File: src/hw/rtl/lbp_pkg.sv
// Shared types, constants and helpers for the LSB-first bit packer/unpacker.
package lbp_pkg;

    localparam int STORE_BYTES = 64;
    localparam int ADDR_W      = $clog2(STORE_BYTES);
    localparam int POS_W       = ADDR_W + 4;      // bit position, holds STORE_BYTES*8
    localparam int LIM_W       = 7;               // config register width
    localparam int VAL_W       = 32;
    localparam int CNT_W       = 8;
    localparam int LEFT_W      = 6;               // 0..32 bits still to move
    localparam int BW_W        = 7;
    localparam int MAX_FIELD   = 32;
    localparam int BYTE_W      = 8;

    localparam int S_TDATA_W   = 40;
    localparam int M_TDATA_W   = 48;
    localparam int CFG_IDX_W   = 1;

    localparam logic REQ_WRITE = 1'b0;
    localparam logic REQ_READ  = 1'b1;

    localparam logic [CFG_IDX_W-1:0] CFG_WRITE_CAP = 1'b0;
    localparam logic [CFG_IDX_W-1:0] CFG_READ_LEN  = 1'b1;

    typedef enum logic [1:0] {
        ST_IDLE,
        ST_MOD,
        ST_DONE
    } t_state;

    // control from the sequencer to the byte datapath
    typedef struct packed {
        logic              start;
        logic              step;
        logic              is_wr;
        logic [POS_W-1:0]  pos;
        logic [LEFT_W-1:0] count;
        logic [VAL_W-1:0]  value;
    } t_dig_ctl;

    // status from the byte datapath
    typedef struct packed {
        logic             last;
        logic [VAL_W-1:0] acc;
    } t_dig_sts;

    // bit limit in effect: min(register, STORE_BYTES) bytes
    function automatic logic [POS_W-1:0] limit_bits(input logic [LIM_W-1:0] bytes);
        logic [LIM_W-1:0] b;
        b = (bytes > LIM_W'(STORE_BYTES)) ? LIM_W'(STORE_BYTES) : bytes;
        return POS_W'({b, 3'b000});
    endfunction

endpackage

File: src/hw/rtl/lbp_ram.sv
// Generic single-write, single-read RAM with registered read data.
module lbp_ram #(
    parameter int WIDTH = 8,
    parameter int DEPTH = 64
) (
    input  logic                     i_clk,
    input  logic                     i_we,
    input  logic [$clog2(DEPTH)-1:0] i_waddr,
    input  logic [WIDTH-1:0]         i_wdata,
    input  logic [$clog2(DEPTH)-1:0] i_raddr,
    output logic [WIDTH-1:0]         o_rdata
);

    logic [WIDTH-1:0] r_mem [DEPTH];
    logic [WIDTH-1:0] r_rdata;

    always_ff @(posedge i_clk) begin
        if (i_we) begin
            r_mem[i_waddr] <= i_wdata;
        end
        r_rdata <= r_mem[i_raddr];
    end

    assign o_rdata = r_rdata;

endmodule

File: src/hw/rtl/lbp_digit.sv
// Byte-serial datapath: one store byte read, and for a write modified and written back, per cycle.
module lbp_digit (
    input  logic              i_clk,
    input  logic              i_rst_n,
    input  lbp_pkg::t_dig_ctl i_ctl,
    output lbp_pkg::t_dig_sts o_sts
);

    logic [lbp_pkg::VAL_W-1:0]       r_sh,   n_sh;
    logic [lbp_pkg::VAL_W-1:0]       r_acc,  n_acc;
    logic [2:0]                      r_off,  n_off;
    logic [lbp_pkg::LEFT_W-1:0]      r_left, n_left;
    logic [lbp_pkg::LEFT_W-1:0]      r_done, n_done;
    logic [lbp_pkg::ADDR_W-1:0]      r_addr, n_addr;
    logic                            r_is_wr, n_is_wr;
    logic [lbp_pkg::STORE_BYTES-1:0] r_valid;
    logic                            r_rd_vld;

    logic [lbp_pkg::ADDR_W-1:0] rd_addr;
    logic [lbp_pkg::BYTE_W-1:0] ram_rdata;
    logic [lbp_pkg::BYTE_W-1:0] old_byte;
    logic [lbp_pkg::BYTE_W-1:0] new_byte;
    logic [lbp_pkg::BYTE_W-1:0] low_mask;
    logic [lbp_pkg::BYTE_W-1:0] mask;
    logic [lbp_pkg::BYTE_W-1:0] piece;
    logic [3:0]                 room;
    logic [3:0]                 nbits;
    logic                       we;

    // next read goes out while the current byte is modified
    always_comb begin
        if (i_ctl.start) begin
            rd_addr = i_ctl.pos[lbp_pkg::ADDR_W+2:3];
        end else if (i_ctl.step) begin
            rd_addr = r_addr + lbp_pkg::ADDR_W'(1);
        end else begin
            rd_addr = r_addr;
        end
    end

    lbp_ram #(
        .WIDTH(lbp_pkg::BYTE_W),
        .DEPTH(lbp_pkg::STORE_BYTES)
    ) u_store (
        .i_clk  (i_clk),
        .i_we   (we),
        .i_waddr(r_addr),
        .i_wdata(new_byte),
        .i_raddr(rd_addr),
        .o_rdata(ram_rdata)
    );

    // never-written bytes read as zero
    assign old_byte = r_rd_vld ? ram_rdata : '0;

    always_comb begin
        room     = 4'd8 - 4'(r_off);
        nbits    = (r_left < lbp_pkg::LEFT_W'(room)) ? r_left[3:0] : room;
        low_mask = lbp_pkg::BYTE_W'((9'd1 << nbits) - 9'd1);
        mask     = lbp_pkg::BYTE_W'(low_mask << r_off);
        new_byte = (old_byte & ~mask) | (lbp_pkg::BYTE_W'(r_sh[7:0] << r_off) & mask);
        piece    = (old_byte >> r_off) & low_mask;
        we       = i_ctl.step && r_is_wr;
    end

    always_comb begin
        n_sh    = r_sh;
        n_acc   = r_acc;
        n_off   = r_off;
        n_left  = r_left;
        n_done  = r_done;
        n_addr  = r_addr;
        n_is_wr = r_is_wr;
        if (i_ctl.start) begin
            n_sh    = i_ctl.value;
            n_acc   = '0;
            n_off   = i_ctl.pos[2:0];
            n_left  = i_ctl.count;
            n_done  = '0;
            n_addr  = i_ctl.pos[lbp_pkg::ADDR_W+2:3];
            n_is_wr = i_ctl.is_wr;
        end else if (i_ctl.step) begin
            n_sh   = r_sh >> nbits;
            n_acc  = r_acc | (lbp_pkg::VAL_W'(piece) << r_done[4:0]);
            n_off  = 3'd0;
            n_left = r_left - lbp_pkg::LEFT_W'(nbits);
            n_done = r_done + lbp_pkg::LEFT_W'(nbits);
            n_addr = r_addr + lbp_pkg::ADDR_W'(1);
        end
    end

    always_ff @(posedge i_clk) begin
        r_sh     <= n_sh;
        r_acc    <= n_acc;
        r_off    <= n_off;
        r_left   <= n_left;
        r_done   <= n_done;
        r_addr   <= n_addr;
        r_is_wr  <= n_is_wr;
        r_rd_vld <= r_valid[rd_addr];
    end

    always_ff @(posedge i_clk) begin
        if (!i_rst_n) begin
            r_valid <= '0;
        end else if (we) begin
            r_valid[r_addr] <= 1'b1;
        end
    end

    assign o_sts.last = (r_left <= lbp_pkg::LEFT_W'(room));
    assign o_sts.acc  = r_acc;

endmodule

File: src/hw/rtl/lsb_first_bit_pack_unpack.sv
// Top level: request sequencer, positions, flags, config and result register.
//
// Requests enter on the s-side stream: tuser is req_type (0 write, 1 read),
// tdata holds write_value and bit_count. Each request gives exactly one result
// item on the m-side stream. A write stores the low bit_count bits of
// write_value at the write position, LSB of each byte first; a read returns
// bit_count bits from the read position in bit 0 up. Out-of-bounds or
// oversize requests fail, move nothing and clear a sticky ok flag.
// The config channel sets write_capacity (index 0) and read_length (index 1);
// write it only while no request is in flight.
// Flow: a request spanning N store bytes (0..5) passes from acceptance to
// the result register through the one-byte-per-cycle read-modify-write
// loop over the store's single write port; a failed or zero-count request
// skips the loop. The next request is accepted in the cycle after the result
// is registered. If the receiver stalls, a result waits in the output
// register, the following one waits in the sequencer and no new request is
// taken. Reset zeroes both positions, sets both ok flags, restores both
// limits to 64 and makes the whole store read as zero at once.
module lsb_first_bit_pack_unpack (
    input  logic                            i_clk,
    input  logic                            i_rst_n,
    input  logic                            i_s_tvalid,
    output logic                            o_s_tready,
    // [31:0] write_value, [39:32] bit_count
    input  logic [lbp_pkg::S_TDATA_W-1:0]   i_s_tdata,
    // [0] req_type
    input  logic                            i_s_tuser,
    output logic                            o_m_tvalid,
    input  logic                            i_m_tready,
    // [0] accepted, [32:1] read_value, [33] writer_ok, [34] reader_ok,
    // [41:35] bytes_written, [47:42] zero
    output logic [lbp_pkg::M_TDATA_W-1:0]   o_m_tdata,
    input  logic                            i_cfg_valid,
    output logic                            o_cfg_ready,
    input  logic [lbp_pkg::CFG_IDX_W-1:0]   i_cfg_index,
    input  logic [lbp_pkg::LIM_W-1:0]       i_cfg_data
);

    lbp_pkg::t_state r_state, n_state;

    logic [lbp_pkg::POS_W-1:0] r_wpos;
    logic [lbp_pkg::POS_W-1:0] r_rpos;
    logic                      r_wflag;
    logic                      r_rflag;
    logic [lbp_pkg::LIM_W-1:0] r_wcap;
    logic [lbp_pkg::LIM_W-1:0] r_rlen;
    logic                      r_ok;
    logic                      r_is_rd;
    logic                      r_mvalid;
    logic [lbp_pkg::M_TDATA_W-1:0] r_mdata;

    lbp_pkg::t_dig_ctl dig_ctl;
    lbp_pkg::t_dig_sts dig_sts;

    logic                      s_acc;
    logic                      req_rd;
    logic [lbp_pkg::VAL_W-1:0] req_value;
    logic [lbp_pkg::CNT_W-1:0] req_count;
    logic [lbp_pkg::POS_W-1:0] req_pos;
    logic [lbp_pkg::LIM_W-1:0] req_lim;
    logic [lbp_pkg::POS_W:0]   req_end;
    logic                      req_fits;
    logic                      req_busy;

    logic                      st_ready;
    logic                      st_step;
    logic                      st_load;

    logic [lbp_pkg::VAL_W-1:0] rd_value;
    logic [lbp_pkg::BW_W-1:0]  bytes_wr;

    assign req_rd    = i_s_tuser;
    assign req_value = i_s_tdata[lbp_pkg::VAL_W-1:0];
    assign req_count = i_s_tdata[lbp_pkg::VAL_W+lbp_pkg::CNT_W-1:lbp_pkg::VAL_W];

    always_comb begin
        req_pos  = (req_rd == lbp_pkg::REQ_READ) ? r_rpos : r_wpos;
        req_lim  = (req_rd == lbp_pkg::REQ_READ) ? r_rlen : r_wcap;
        req_end  = (lbp_pkg::POS_W+1)'(req_pos) + (lbp_pkg::POS_W+1)'(req_count);
        req_fits = (req_count <= lbp_pkg::CNT_W'(lbp_pkg::MAX_FIELD))
                && (req_end <= (lbp_pkg::POS_W+1)'(lbp_pkg::limit_bits(req_lim)));
        req_busy = req_fits && (req_count != '0);
    end

    assign s_acc = i_s_tvalid && st_ready;

    // next state
    always_comb begin
        n_state = r_state;
        unique case (r_state)
            lbp_pkg::ST_IDLE: begin
                if (s_acc) begin
                    n_state = req_busy ? lbp_pkg::ST_MOD : lbp_pkg::ST_DONE;
                end
            end
            lbp_pkg::ST_MOD: begin
                if (dig_sts.last) begin
                    n_state = lbp_pkg::ST_DONE;
                end
            end
            lbp_pkg::ST_DONE: begin
                if (!r_mvalid || i_m_tready) begin
                    n_state = lbp_pkg::ST_IDLE;
                end
            end
            default: n_state = lbp_pkg::ST_IDLE;
        endcase
    end

    // state outputs
    always_comb begin
        st_ready = 1'b0;
        st_step  = 1'b0;
        st_load  = 1'b0;
        unique case (r_state)
            lbp_pkg::ST_IDLE: st_ready = 1'b1;
            lbp_pkg::ST_MOD:  st_step  = 1'b1;
            lbp_pkg::ST_DONE: st_load  = !r_mvalid || i_m_tready;
            default: ;
        endcase
    end

    always_comb begin
        dig_ctl.start = s_acc;
        dig_ctl.step  = st_step;
        dig_ctl.is_wr = (req_rd == lbp_pkg::REQ_WRITE) ? 1'b1 : 1'b0;
        dig_ctl.pos   = req_pos;
        dig_ctl.count = req_count[lbp_pkg::LEFT_W-1:0];
        dig_ctl.value = req_value;
    end

    lbp_digit u_digit (
        .i_clk  (i_clk),
        .i_rst_n(i_rst_n),
        .i_ctl  (dig_ctl),
        .o_sts  (dig_sts)
    );

    always_ff @(posedge i_clk) begin
        if (!i_rst_n) begin
            r_state <= lbp_pkg::ST_IDLE;
            r_wpos  <= '0;
            r_rpos  <= '0;
            r_wflag <= 1'b1;
            r_rflag <= 1'b1;
            r_wcap  <= lbp_pkg::LIM_W'(lbp_pkg::STORE_BYTES);
            r_rlen  <= lbp_pkg::LIM_W'(lbp_pkg::STORE_BYTES);
        end else begin
            r_state <= n_state;
            if (s_acc) begin
                if (req_rd == lbp_pkg::REQ_READ) begin
                    if (req_fits) begin
                        r_rpos <= lbp_pkg::POS_W'(req_end);
                    end else begin
                        r_rflag <= 1'b0;
                    end
                end else begin
                    if (req_fits) begin
                        r_wpos <= lbp_pkg::POS_W'(req_end);
                    end else begin
                        r_wflag <= 1'b0;
                    end
                end
            end
            if (i_cfg_valid) begin
                if (i_cfg_index == lbp_pkg::CFG_WRITE_CAP) begin
                    r_wcap <= i_cfg_data;
                end else if (i_cfg_index == lbp_pkg::CFG_READ_LEN) begin
                    r_rlen <= i_cfg_data;
                end
            end
        end
    end

    always_ff @(posedge i_clk) begin
        if (s_acc) begin
            r_ok    <= req_fits;
            r_is_rd <= (req_rd == lbp_pkg::REQ_READ) ? 1'b1 : 1'b0;
        end
    end

    // rejected reads leave the accumulator at its cleared value
    assign rd_value = r_is_rd ? dig_sts.acc : '0;
    assign bytes_wr = lbp_pkg::BW_W'(((lbp_pkg::POS_W+1)'(r_wpos) + 11'd7) >> 3);

    always_ff @(posedge i_clk) begin
        if (!i_rst_n) begin
            r_mvalid <= 1'b0;
        end else if (st_load) begin
            r_mvalid <= 1'b1;
        end else if (i_m_tready) begin
            r_mvalid <= 1'b0;
        end
    end

    always_ff @(posedge i_clk) begin
        if (st_load) begin
            r_mdata <= {6'd0, bytes_wr, r_rflag, r_wflag, rd_value, r_ok};
        end
    end

    assign o_s_tready  = st_ready;
    assign o_m_tvalid  = r_mvalid;
    assign o_m_tdata   = r_mdata;
    assign o_cfg_ready = 1'b1;

endmodule
File: config.mk
export PLATFORM = sky130hd
export DESIGN_NAME = lsb_first_bit_pack_unpack
export DESIGN_NICKNAME = d
export VERILOG_FILES = /design/src/hw/rtl/lbp_pkg.sv /design/src/hw/rtl/lbp_ram.sv /design/src/hw/rtl/lbp_digit.sv /design/src/hw/rtl/lsb_first_bit_pack_unpack.sv
export SDC_FILE = /design/constraint.sdc
export NUM_CORES = 1
export LEC_CHECK = 0
export BUFFER_PORTS_ARGS = -buffer_cell sky130_fd_sc_hd__buf_4
export CAP_MARGIN = 25
export CORE_MARGIN = 5
export CORE_UTILIZATION = 55
export DETAILED_ROUTE_END_ITERATION = 8
export PLACE_DENSITY = 0.72
export RECOVER_POWER = 100
export SLEW_MARGIN = 10
export SYNTH_ARGS = -nofsm -noshare
export SYNTH_HDL_FRONTEND = slang
export SYNTH_HIERARCHICAL = 1
export SYNTH_SLANG_ARGS = --single-unit
File: constraint.sdc
create_clock -name i_clk -period 13.8 [get_ports i_clk]
set_clock_uncertainty 0.1 [all_clocks]
set_input_delay 1.38 -clock i_clk [delete_from_list [all_inputs] [get_ports i_clk]]
set_output_delay 1.38 -clock i_clk [all_outputs]
set_load 0.1 [all_outputs]
* Word level (Yosys, flattened, before mapping) *
Memories as Yosys holds them, arrays and structs flattened. A register that Yosys moved wholly into a read port is not among the register bits.
Index checks and enable logic that the tools add are counted.

word-level totals
  register bits after elaboration = 234
  bits in writable memories = 512
  input port bits = 54
  output and inout bits = 51
  word-level logic and storage cells = 107
  memories = 1

memories
  name                   words  bits a word  rd ports  clocked after Yosys merged registers in  write ports  RTL line       text
  u_digit.u_store.r_mem  64     8            1         1                                        1            lbp_ram.sv:14  logic [WIDTH-1:0] r_mem [DEPTH];

cells by class
  add/sub/neg operators = 7
  $lt $le $gt $ge = 8
  eq/ne operators = 5
  shift operators = 6
  mux-type cells = 31
  bitwise gates (word level) = 10
  reductions and logical operators = 18

operators by type and width
  cell                                                                          number
  32-bit 2-to-1 mux                                                             2
  64-bit OR                                                                     1
  32-bit OR                                                                     1
  8-bit by 5-bit left shift with 32-bit output                                  1
  32-bit by 4-bit >> shifter with 32-bit output                                 1
  8-bit AND                                                                     3
  6-bit 2-to-1 mux                                                              4
  8-bit by 3-bit left shift with 8-bit output                                   2
  3-bit AND reduction                                                           5
  6-bit by 7-bit less-than comparator with 1-bit output, second input constant  2
  7-bit 2-to-1 mux                                                              2
  10-bit by 8-bit adder with 11-bit output                                      1
  11-bit by 10-bit <= comparator with 1-bit output                              1
  1-bit 2-to-1 mux                                                              11
  10-bit by 3-bit adder with 10-bit output, second input constant               1
  10-bit 2-to-1 mux                                                             1
  8-bit by 6-bit <= comparator with 1-bit output, second input constant         1
  2-bit 2-to-1 mux                                                              4
  8-bit 2-to-1 mux                                                              1
  8-bit inverter                                                                1
  8-bit OR                                                                      1
  8-bit nonzero test                                                            1
  1-bit by 4-bit left shift with 8-bit output, first input constant             1
  8-bit by 3-bit >> shifter with 8-bit output                                   1
  other kinds (24)                                                              35

* Longest topological paths before layout *
Gate-level depths: netlist of run 1.

  depth in word-level cells = 9
  gate-level depth with buffers = 26
  mapped depth without buffers = 19

* Modules after synthesis *
The synthesis of run 1 kept the hierarchy.

modules (own cells, without submodules)
  module                     times used  cells an instance  area each (um^2)  sequential area each (um^2)
  lbp_ram                    1           940                20,166.8          15,534.9
  lbp_digit                  1           1,072              9,765.6           3,423.3
  lsb_first_bit_pack_unpack  1           391                4,206.5           2,102.0

* Worst setup path before layout of run 1 *
OpenSTA, ideal clock, no wires.

  kind = register to register
  start point = register u_digit.r_off[0]
  end point = memory u_digit.u_store.r_mem[0][5], data pin
  setup time = 0.864 ns
  arrival = 8.062 ns
  data required time = 12.836 ns
  path slack = 4.774 ns
  cell stages (with the launch flop) = 24
  buffers on the path = 8
  clock period less this slack = 9.026 ns
  cells stage by stage = edfxtp_1 > buf_2 > buf_2 > inv_1 > clkbuf_1 > ha_1 > inv_1 > ha_1 > nor2b_1 > o2111a_1 > buf_6 > o21ai_4 > and2_4 > buf_8 > buf_4 > nor2_1 > nand2_1 > ha_1 > clkbuf_1 > clkbuf_1 > a21oi_1 > o32a_1 > a21o_1 > nor4_1

between the ends
  cells in the longest elaborated chain, start to end = 9
  elaborated cells between the ends (all ways) = 11
  classes of those cells = add/sub: 2; order compare: 1; shift: 3; mux: 1; bitwise: 4

ends and longest elaborated chain
  element                                                RTL line         text
  start: declaration                                     lbp_digit.sv:11  logic [2:0] r_off, n_off;
  start signal: assignment                               lbp_digit.sv:95  r_off <= n_off;
  4-bit by 3-bit subtractor with 4-bit output            lbp_digit.sv:57  room = 4'd8 - 4'(r_off);
  6-bit by 4-bit less-than comparator with 1-bit output  lbp_digit.sv:58  nbits = (r_left < lbp_pkg::LEFT_W'(room)) ? r_left[3:0] : room;
  4-bit 2-to-1 mux                                       lbp_digit.sv:58
  1-bit by 4-bit left shift with 8-bit output            lbp_digit.sv:59  low_mask = lbp_pkg::BYTE_W'((9'd1 << nbits) - 9'd1);
  8-bit by 1-bit subtractor with 8-bit output            lbp_digit.sv:59
  8-bit by 3-bit left shift with 8-bit output            lbp_digit.sv:60  mask = lbp_pkg::BYTE_W'(low_mask << r_off);
  8-bit inverter                                         lbp_digit.sv:61  new_byte = (old_byte & ~mask) | (lbp_pkg::BYTE_W'(r_sh[7:0] << r_off) & mask);
  8-bit AND                                              lbp_digit.sv:61
  8-bit OR *                                             lbp_digit.sv:61
  named net u_digit.new_byte (one bit)                   lbp_digit.sv:22  logic [lbp_pkg::BYTE_W-1:0] new_byte;
  end: declaration                                       lbp_ram.sv:14

The timed path passes the listed nets; every way through them passes the cells marked *.

* Final worst setup path of run 1 *
  start point = register u_digit.r_off[0]
  end point = memory u_digit.u_store.r_mem[35][6], data pin

Same word-level chain as after synthesis.

==> impl_metrics.json, run 1 <==
{
  "worstReg2RegStart": "u_digit/r_off[0]$_SDFFCE_PN0P_",
  "swShare": 0.2745,
  "status": "finished, violations left",
  "std_cell_rows": 91,
  "hold_path.startpoint": "r_ok$_DFFE_PP_",
  "globalplace.congestion": 0.9228,
  "diodes": 0,
  "grt.total_usage": 0.2396,
  "dr_total_vias": 21450,
  "routedWlPerCell_um": 24.14,
  "worstHoldEndpoint": "o_m_tdata[0]$_DFFE_PP_",
  "layout_common_cells": "598 x edfxtp_1, 198 x nor2_1, 155 x dfxtp_1",
  "pin_count": 105,
  "powerDensity_nw_per_um2": 151.4,
  "fillCellCount": 4654,
  "cts-buffers-inserted": 78,
  "cpMostUsedCell": "inv_1",
  "tns_ns": 0,
  "start_util": 0.5542,
  "cp.required_ns": 14.05,
  "hpwlAfterDp_mm": 52.44,
  "yosys.area.top_type_share": 0.5260,
  "fin_util": 0.6126,
  "root_buffer": "clkbuf_16",
  "fmax_mhz": 102.5,
  "postSynthCellCount": 2403,
  "cts.sinks": 753,
  "vias_per_cell": 6.347,
  "finalSetupViolCount": 0,
  "mostFrequentLayoutCell": "edfxtp_1",
  "synthToLayoutAreaGrowth_pct": 10.54,
  "clockPowerShare": 0.365,
  "crit_type": "reg -> reg",
  "antenna_found_initial": 1,
  "maxCapViolCount": 11,
  "cts_buffer_depth": 3,
  "crit_buf_inv": 7,
  "hold_depth": 0,
  "p_switching_mw": 1.569,
  "reg2reg_to": "u_digit/u_store/r_mem[35][6]$_DFFE_PP_",
  "finalMaxSlewViolations": 493,
  "p_comb_frac": 0.164,
  "first_pass_iters": 8,
  "h-tree-depth": 3,
  "slew_headroom": -1.286,
  "path_clk_slew_ns": 0.06,
  "synth_edf_count": 598,
  "cts_tree": "done",
  "synth_area_leaders": "edfxtp_1 53%, mux4_2 9.9%, dfxtp_1 9.1%",
  "grt_setup_unrepaired": "false",
  "route.detailed.drc": 0,
  "finalHoldViolations": 0,
  "reg2reg_slack_ns": 4.05,
  "yosys_warnings": 6,
  "grt_max_degree": 77,
  "ant_nets": 0,
  "syn_area_per_cell_um2": 14.21,
  "hold_class": "reg -> reg",
  "path_cells": "clkbuf_1, inv_1, ha_1, inv_1, ha_1, nor2b_1, o2111a_1, o21ai_0, and2_0, buf_4, inv_1, nor2_1, nand2_1, ha_1, inv_1, a21oi_1, o21ai_0, a31oi_1, and3b_1, nand3_1, buf_16",
  "arrival_ns": 10.00,
  "drt-total-wl_mm": 81.58,
  "ff2ff_path_depth": 21,
  "end_kind": "flip-flop",
  "fin_crit_sh": 0.7067,
  "ys_seq_area_frac": 0.6169,
  "holdBufCountCts": 0,
  "die_y_um": 259.1,
  "port_buffers": 97,
  "synth-seq-cells": 753,
  "cp_max_fo": 37,
  "critPathSlowestCell": "clkbuf_1",
  "path_delay_family": "buffers and inverters",
  "cp-start-kind": "flip-flop",
  "core-area_um2": 61600,
  "yosys.cell_types.count": 110,
  "drtIter0Drc": 1945,
  "p_int_mw": 4.146,
  "synth_largest_area_cell": "edfxtp_1",
  "clk_latency_ns": 0.64,
  "p_leak_nw": 12.52,
  "yosys_most_used_dff": "edfxtp_1",
  "die_w_um": 259.1,
  "min_period_ns": 9.753,
  "grt_pass1_wl_mm": 125.4,
  "slowest_delay_ns": 1.28,
  "violations": "capacitance limit, slew limit",
  "drive_gt1_frac": 0.1692,
  "grt_pass1_vias": 21240,
  "gr-total-overflow": 0,
  "cts_resized": 0,
  "nets": 2564,
  "tightestPinTransition_ns": 3.429,
  "p_seq_frac": 0.471,
  "dieArea_um2": 67150,
  "async_flop_share": 0,
  "syn_area_um2": 34140,
  "postCtsSetupRepairBufs": 0,
  "ir_drop_mv": 0.1442
}
cell type report:
cell class                      count  area, µm²  share of cell area
Tap cell                          837       1047             0.02775
Clock buffer                      103       2210             0.05855
Inverter                           60      235.2            0.006233
Sequential cell                   753      21060              0.5581
Timing Repair Buffer              140      837.1             0.02218
Clock inverter                     40      367.9            0.009748
Multi-Input combinational cell   1446      11980              0.3174
sequential cells by signal, indices dropped and copies added (netlist names):
| name | flops |
|---|---|
| r_state | 2 |
| r_wcap | 7 |
| r_wflag | 1 |
| u_digit/r_left | 6 |
| u_digit/r_acc | 32 |
| u_digit/u_store/o_rdata | 8 |
| r_rflag | 1 |
| r_rpos | 10 |
| u_digit/r_sh | 32 |
| r_rlen | 7 |
| u_digit/r_valid | 64 |
| r_wpos | 10 |
| u_digit/r_done | 5 |
| u_digit/r_off | 3 |
| u_digit/r_rd_vld | 1 |
| o_m_tdata | 42 |
| u_digit/r_addr | 6 |
| u_digit/u_store/r_mem | 512 |
| r_ok | 1 |
| r_is_rd | 1 |
| u_digit/r_is_wr | 1 |
| o_m_tvalid | 1 |
stage by stage:
stage          hold WS [ns]  area, µm²  worst slack [ns]  instances  total power, mW
6_report             0.3237      37740             4.047       3379            5.715
5_1_grt              0.3315      37740             3.058       3379            5.934
4_1_cts              0.3194      38130             6.419       3375            5.769
3_5_place_dp         0.3052      35560             6.437       3232            3.683
3_3_place_gp         0.3051      35500             6.403       3228            3.653
2_1_floorplan        0.3003      34160             4.774       2408            3.414
layer usage:
metal | vias to the layer above | share of wire | routed length, µm | track usage
met1 | 10770 | 0.41 | 33250 | 0.3258
met4 | 0 | 0.029 | 2359 | 0.07060
met5 | - | 0 | 0 | 0
met3 | 174 | 0.068 | 5536 | 0.04358
li1 | 9569 | - | - | -
met2 | 930 | 0.50 | 40440 | 0.4011
how the worst max path moves through the flow:
stage                                              start                                      to  slack, ns  depth (start not counted)
after floorplan           u_digit/r_off[0]$_SDFFCE_PN0P_   u_digit/u_store/r_mem[0][5]$_DFFE_PP_       4.77                         23
after global placement    u_digit/r_off[0]$_SDFFCE_PN0P_  u_digit/u_store/r_mem[50][6]$_DFFE_PP_       6.40                         20
after detailed placement  u_digit/r_off[0]$_SDFFCE_PN0P_  u_digit/u_store/r_mem[50][4]$_DFFE_PP_       6.44                         22
after CTS                 u_digit/r_off[0]$_SDFFCE_PN0P_  u_digit/u_store/r_mem[37][4]$_DFFE_PP_       6.42                         22
after global routing      u_digit/r_off[0]$_SDFFCE_PN0P_  u_digit/u_store/r_mem[34][6]$_DFFE_PP_       3.06                         21
final                     u_digit/r_off[0]$_SDFFCE_PN0P_  u_digit/u_store/r_mem[35][6]$_DFFE_PP_       4.05                         21
power by group through the flow:
stage,clock network [mW],logic [mW],registers [mW]
floorplan,0,0.647,2.77
global placement,0,0.917,2.74
detailed placement,0,0.947,2.74
CTS,2.13,0.953,2.69
global route,2.22,1.01,2.70
finish,2.08,0.938,2.69
cells by family after synthesis:
logic type | after synthesis | share of synthesized area
fa+ha+maj | 31 | 0.01180
other cells | 2 | 0.0002200
mux | 297 | 0.1433
flops | 753 | 0.6169
compound gates | 489 | 0.1070
xor+xnor | 25 | 0.006890
buf+inv | 209 | 0.02994
simple gates | 597 | 0.08397
synth_stat cells (all sizes together), types with 13 or more instances:
master / n
and3: 14
a222oi: 20
nor2b: 42
xnor2: 14
ha: 29
a211oi: 41
o211ai: 23
nand2: 129
nand3: 67
dfxtp: 155
o221ai: 26
buf: 74
nor3: 28
and2: 49
o21ai: 67
a21oi: 112
mux4: 150
nor2: 200
o21a: 53
mux2i: 117
clkbuf: 75
edfxtp: 598
inv: 58
nand2b: 13
mux2: 30
a31oi: 13
Note: power is estimated with default switching activity, not from simulation.
==> run 2, diff against run 1 <==
- ABC_AREA: default -> 1
- PLACE_DENSITY: 0.72 -> 0.75
- clock period: 13.8 -> 7.8 ns (I/O delays scaled with it)
==> run 2 against run 1 <==
The flow still finishes with violations (capacitance limit, slew limit). Via count is 21% higher. First-iteration DRC count is 57% higher. Worst hold slack worse by 0.039 ns. Final area is 0.56% higher. Synthesized cell count is 50% higher. Synthesized area is 1.4% higher. Core utilization is 0.77 points lower. Maximum frequency is 48% higher. Critical path type unchanged. Critical endpoint is now u_digit/u_store/r_mem[46][1]$_DFFE_PP_. Highest routed layer unchanged.
==> impl_metrics.json, run 2 <==
{
  "status": "finished, violations left",
  "violations": "capacitance limit, slew limit",
  "vias_per_cell": 5.724,
  "largest_register_ffs": 512,
  "placed_cells": 4389,
  "clk_latency_ns": 0.63,
  "grt_pass1_wl_mm": 133.5,
  "dieArea_um2": 68030,
  "fmax_mhz": 151.7,
  "globalplace.congestion": 0.9692,
  "arrival_ns": 6.70,
  "h-tree-depth": 3,
  "ir_drop_mv": 0.1578,
  "finalHoldViolations": 0,
  "finalSetupViolCount": 0,
  "hold_path.startpoint": "i_cfg_data[6]",
  "start_util": 0.5516,
  "dr_total_vias": 25980,
  "p_leak_nw": 14.62,
  "tightestPinTransition_ns": 2.500,
  "postCtsSetupRepairBufs": 0,
  "cts_tree": "done",
  "drtIter0Drc": 3057,
  "worstReg2RegStart": "u_digit/r_off[0]$_SDFFCE_PN0P_",
  "core-area_um2": 62740,
  "ff2ff_path_depth": 19,
  "yosys.cell_types.count": 62,
  "reg2reg_slack_ns": 1.21,
  "first_pass_iters": 6,
  "place_ws_ns": 1.856,
  "yosys.area.top_type_share": 0.5189,
  "layout_common_cells": "1095 x nand2_1, 598 x edfxtp_1, 509 x nand3_1",
  "cp-start-kind": "flip-flop",
  "p_seq_frac": 0.454,
  "antenna_found_initial": 0,
  "synth_largest_area_cell": "edfxtp_1",
  "synth-seq-cells": 753,
  "routedWlPerCell_um": 18.96,
  "slew_headroom": -0.6665,
  "tns_ns": 0,
  "maxCapViolCount": 6,
  "drt-total-wl_mm": 86.02,
  "cts_resized": 0,
  "end_kind": "flip-flop",
  "powerDensity_nw_per_um2": 282.7,
  "fin_ws_ns": 1.208,
  "crit_type": "reg -> reg",
  "grt.total_usage": 0.2471,
  "mostFrequentLayoutCell": "nand2_1",
  "path_clk_slew_ns": 0.06,
  "finalMaxSlewViolations": 236,
  "holdBufCountCts": 0,
  "final_cells": 4538,
  "min_period_ns": 6.592,
  "ys_seq_area_frac": 0.6086,
  "yosys_warnings": 6,
  "reg2reg_to": "u_digit/u_store/r_mem[46][1]$_DFFE_PP_",
  "nets": 3712,
  "power_mw": 10.73,
  "die_w_um": 260.8,
  "regMostFlops": "u_digit/u_store/r_mem",
  "worstHoldEndpoint": "r_rlen[6]$_SDFFE_PN1P_",
  "port_buffers": 97,
  "hold_class": "in -> reg",
  "synth_commonest_cells": "1093 x nand2_1, 598 x edfxtp_1, 506 x nand3_1, 256 x nor2_1, 214 x inv_1",
  "grt_max_degree": 143,
  "root_buffer": "clkbuf_16",
  "whs_ns": 0.2851,
  "diodes": 0,
  "p_int_mw": 7.475,
  "cts.sinks": 753,
  "cp.required_ns": 7.91,
  "die_y_um": 260.8,
  "async_flop_share": 0,
  "hold_depth": 3,
  "p_switching_mw": 3.253,
  "yosys_most_used_dff": "edfxtp_1",
  "cts_buffer_depth": 3,
  "route.detailed.drc": 0,
  "gr-total-overflow": 0,
  "p_comb_frac": 0.197,
  "fin_crit_sh": 0.8451,
  "postSynthCellCount": 3596,
  "grt_setup_unrepaired": "false",
  "synth_edf_count": 598,
  "cts-buffers-inserted": 78,
  "drive_gt1_frac": 0.07124,
  "std_cell_rows": 92,
  "syn_area_um2": 34600,
  "synth_area_leaders": "edfxtp_1 52%, nand2_1 12%, dfxtp_1 9.0%",
  "synthToLayoutAreaGrowth_pct": 9.665,
  "swShare": 0.3033,
  "syn_area_per_cell_um2": 9.623,
  "synth_most_common_cell": "nand2_1",
  "ant_nets": 0,
  "clockPowerShare": 0.349,
  "hpwlAfterDp_mm": 51.47,
  "cp_max_fo": 64,
  "grt_pass1_vias": 24070,
  "pin_count": 105
}
run 2: cell types whose count changed after synthesis, sizes merged, moves of 48 or more:
cell   change
nand2    +993
nand3    +452
inv      +167
mux4     -150
mux2i     -87
o21ai     +72
buf       +68
nor2      +66
and2      -48
run 2: cell type report:
| class | count | area, µm² |
|---|---|---|
| inverter | 228 | 874.6 |
| multi-input combinational | 2419 | 11470 |
| timing repair buffer | 147 | 883.3 |
| clock buffer | 106 | 2148 |
| sequential | 753 | 21060 |
| clock inverter | 39 | 449.2 |
| fill | 5142 | 24790 |
| tap | 846 | 1059 |
run 2: metal layers:
layer,wire length (µm),global-route usage,part of all wire
met1,35460,0.3510,0.41
met2,40260,0.3956,0.47
met3,8104,0.04131,0.094
met4,2200,0.07397,0.026
met5,0,0,0
run 2: cells by family after synthesis:
family / synth area share
compound gates: 0.06024
other cells: 0.0002170
buf+inv: 0.06125
mux: 0.008678
flops: 0.6086
xor+xnor: 0.003761
simple gates: 0.2456
fa+ha+maj: 0.01164
run 2: power by group through the flow:
stage / combinational (mW) / clock [mW] / sequential (mW)
2_1_floorplan: 1.40 / 0 / 5.07
3_3_place_gp: 2.09 / 0 / 4.95
3_5_place_dp: 2.11 / 0 / 4.94
4_1_cts: 2.13 / 3.79 / 4.86
5_1_grt: 2.32 / 3.95 / 4.88
6_report: 2.11 / 3.75 / 4.87
run 2: worst max path at each step:
stage | from | endpoint | slack (ns) | depth (start not counted)
after CTS | u_digit/r_off[0]$_SDFFCE_PN0P_ | u_digit/u_store/r_mem[63][4]$_DFFE_PP_ | 1.85 | 22
after detailed placement | u_digit/r_off[0]$_SDFFCE_PN0P_ | u_digit/u_store/r_mem[63][4]$_DFFE_PP_ | 1.86 | 22
after global placement | u_digit/r_off[0]$_SDFFCE_PN0P_ | u_digit/u_store/r_mem[62][4]$_DFFE_PP_ | 1.95 | 22
final | u_digit/r_off[0]$_SDFFCE_PN0P_ | u_digit/u_store/r_mem[46][1]$_DFFE_PP_ | 1.21 | 19
after global routing | u_digit/r_off[0]$_SDFFCE_PN0P_ | u_digit/u_store/r_mem[63][4]$_DFFE_PP_ | 0.62 | 22
after floorplan | u_digit/r_off[0]$_SDFFCE_PN0P_ | u_digit/u_store/r_mem[0][2]$_DFFE_PP_ | 1.10 | 23
run 2: worst max-delay path, stage by stage (launching register included):
cell	delay, ns
edfxtp_1	0.31
buf_4	0.25
clkinv_1	0.48
ha_1	0.53
inv_1	0.07
ha_1	0.27
inv_1	0.04
o21bai_1	0.13
nand4_1	0.35
nand2_1	0.45
nand2_1	0.09
nand2_1	0.56
nor2_1	0.22
nand2_1	0.24
ha_1	0.30
nand2_1	0.08
o21ai_1	0.12
nor2_1	0.22
mux2i_4	0.25
clkbuf_2	1.04
run 2: per-stage QoR:
step           utilization  cell area (µm²)
2_1_floorplan            -            34620
3_3_place_gp        0.5682            35650
3_5_place_dp        0.5688            35690
4_1_cts             0.6102            38280
5_1_grt             0.6049            37950
6_report            0.6049            37950
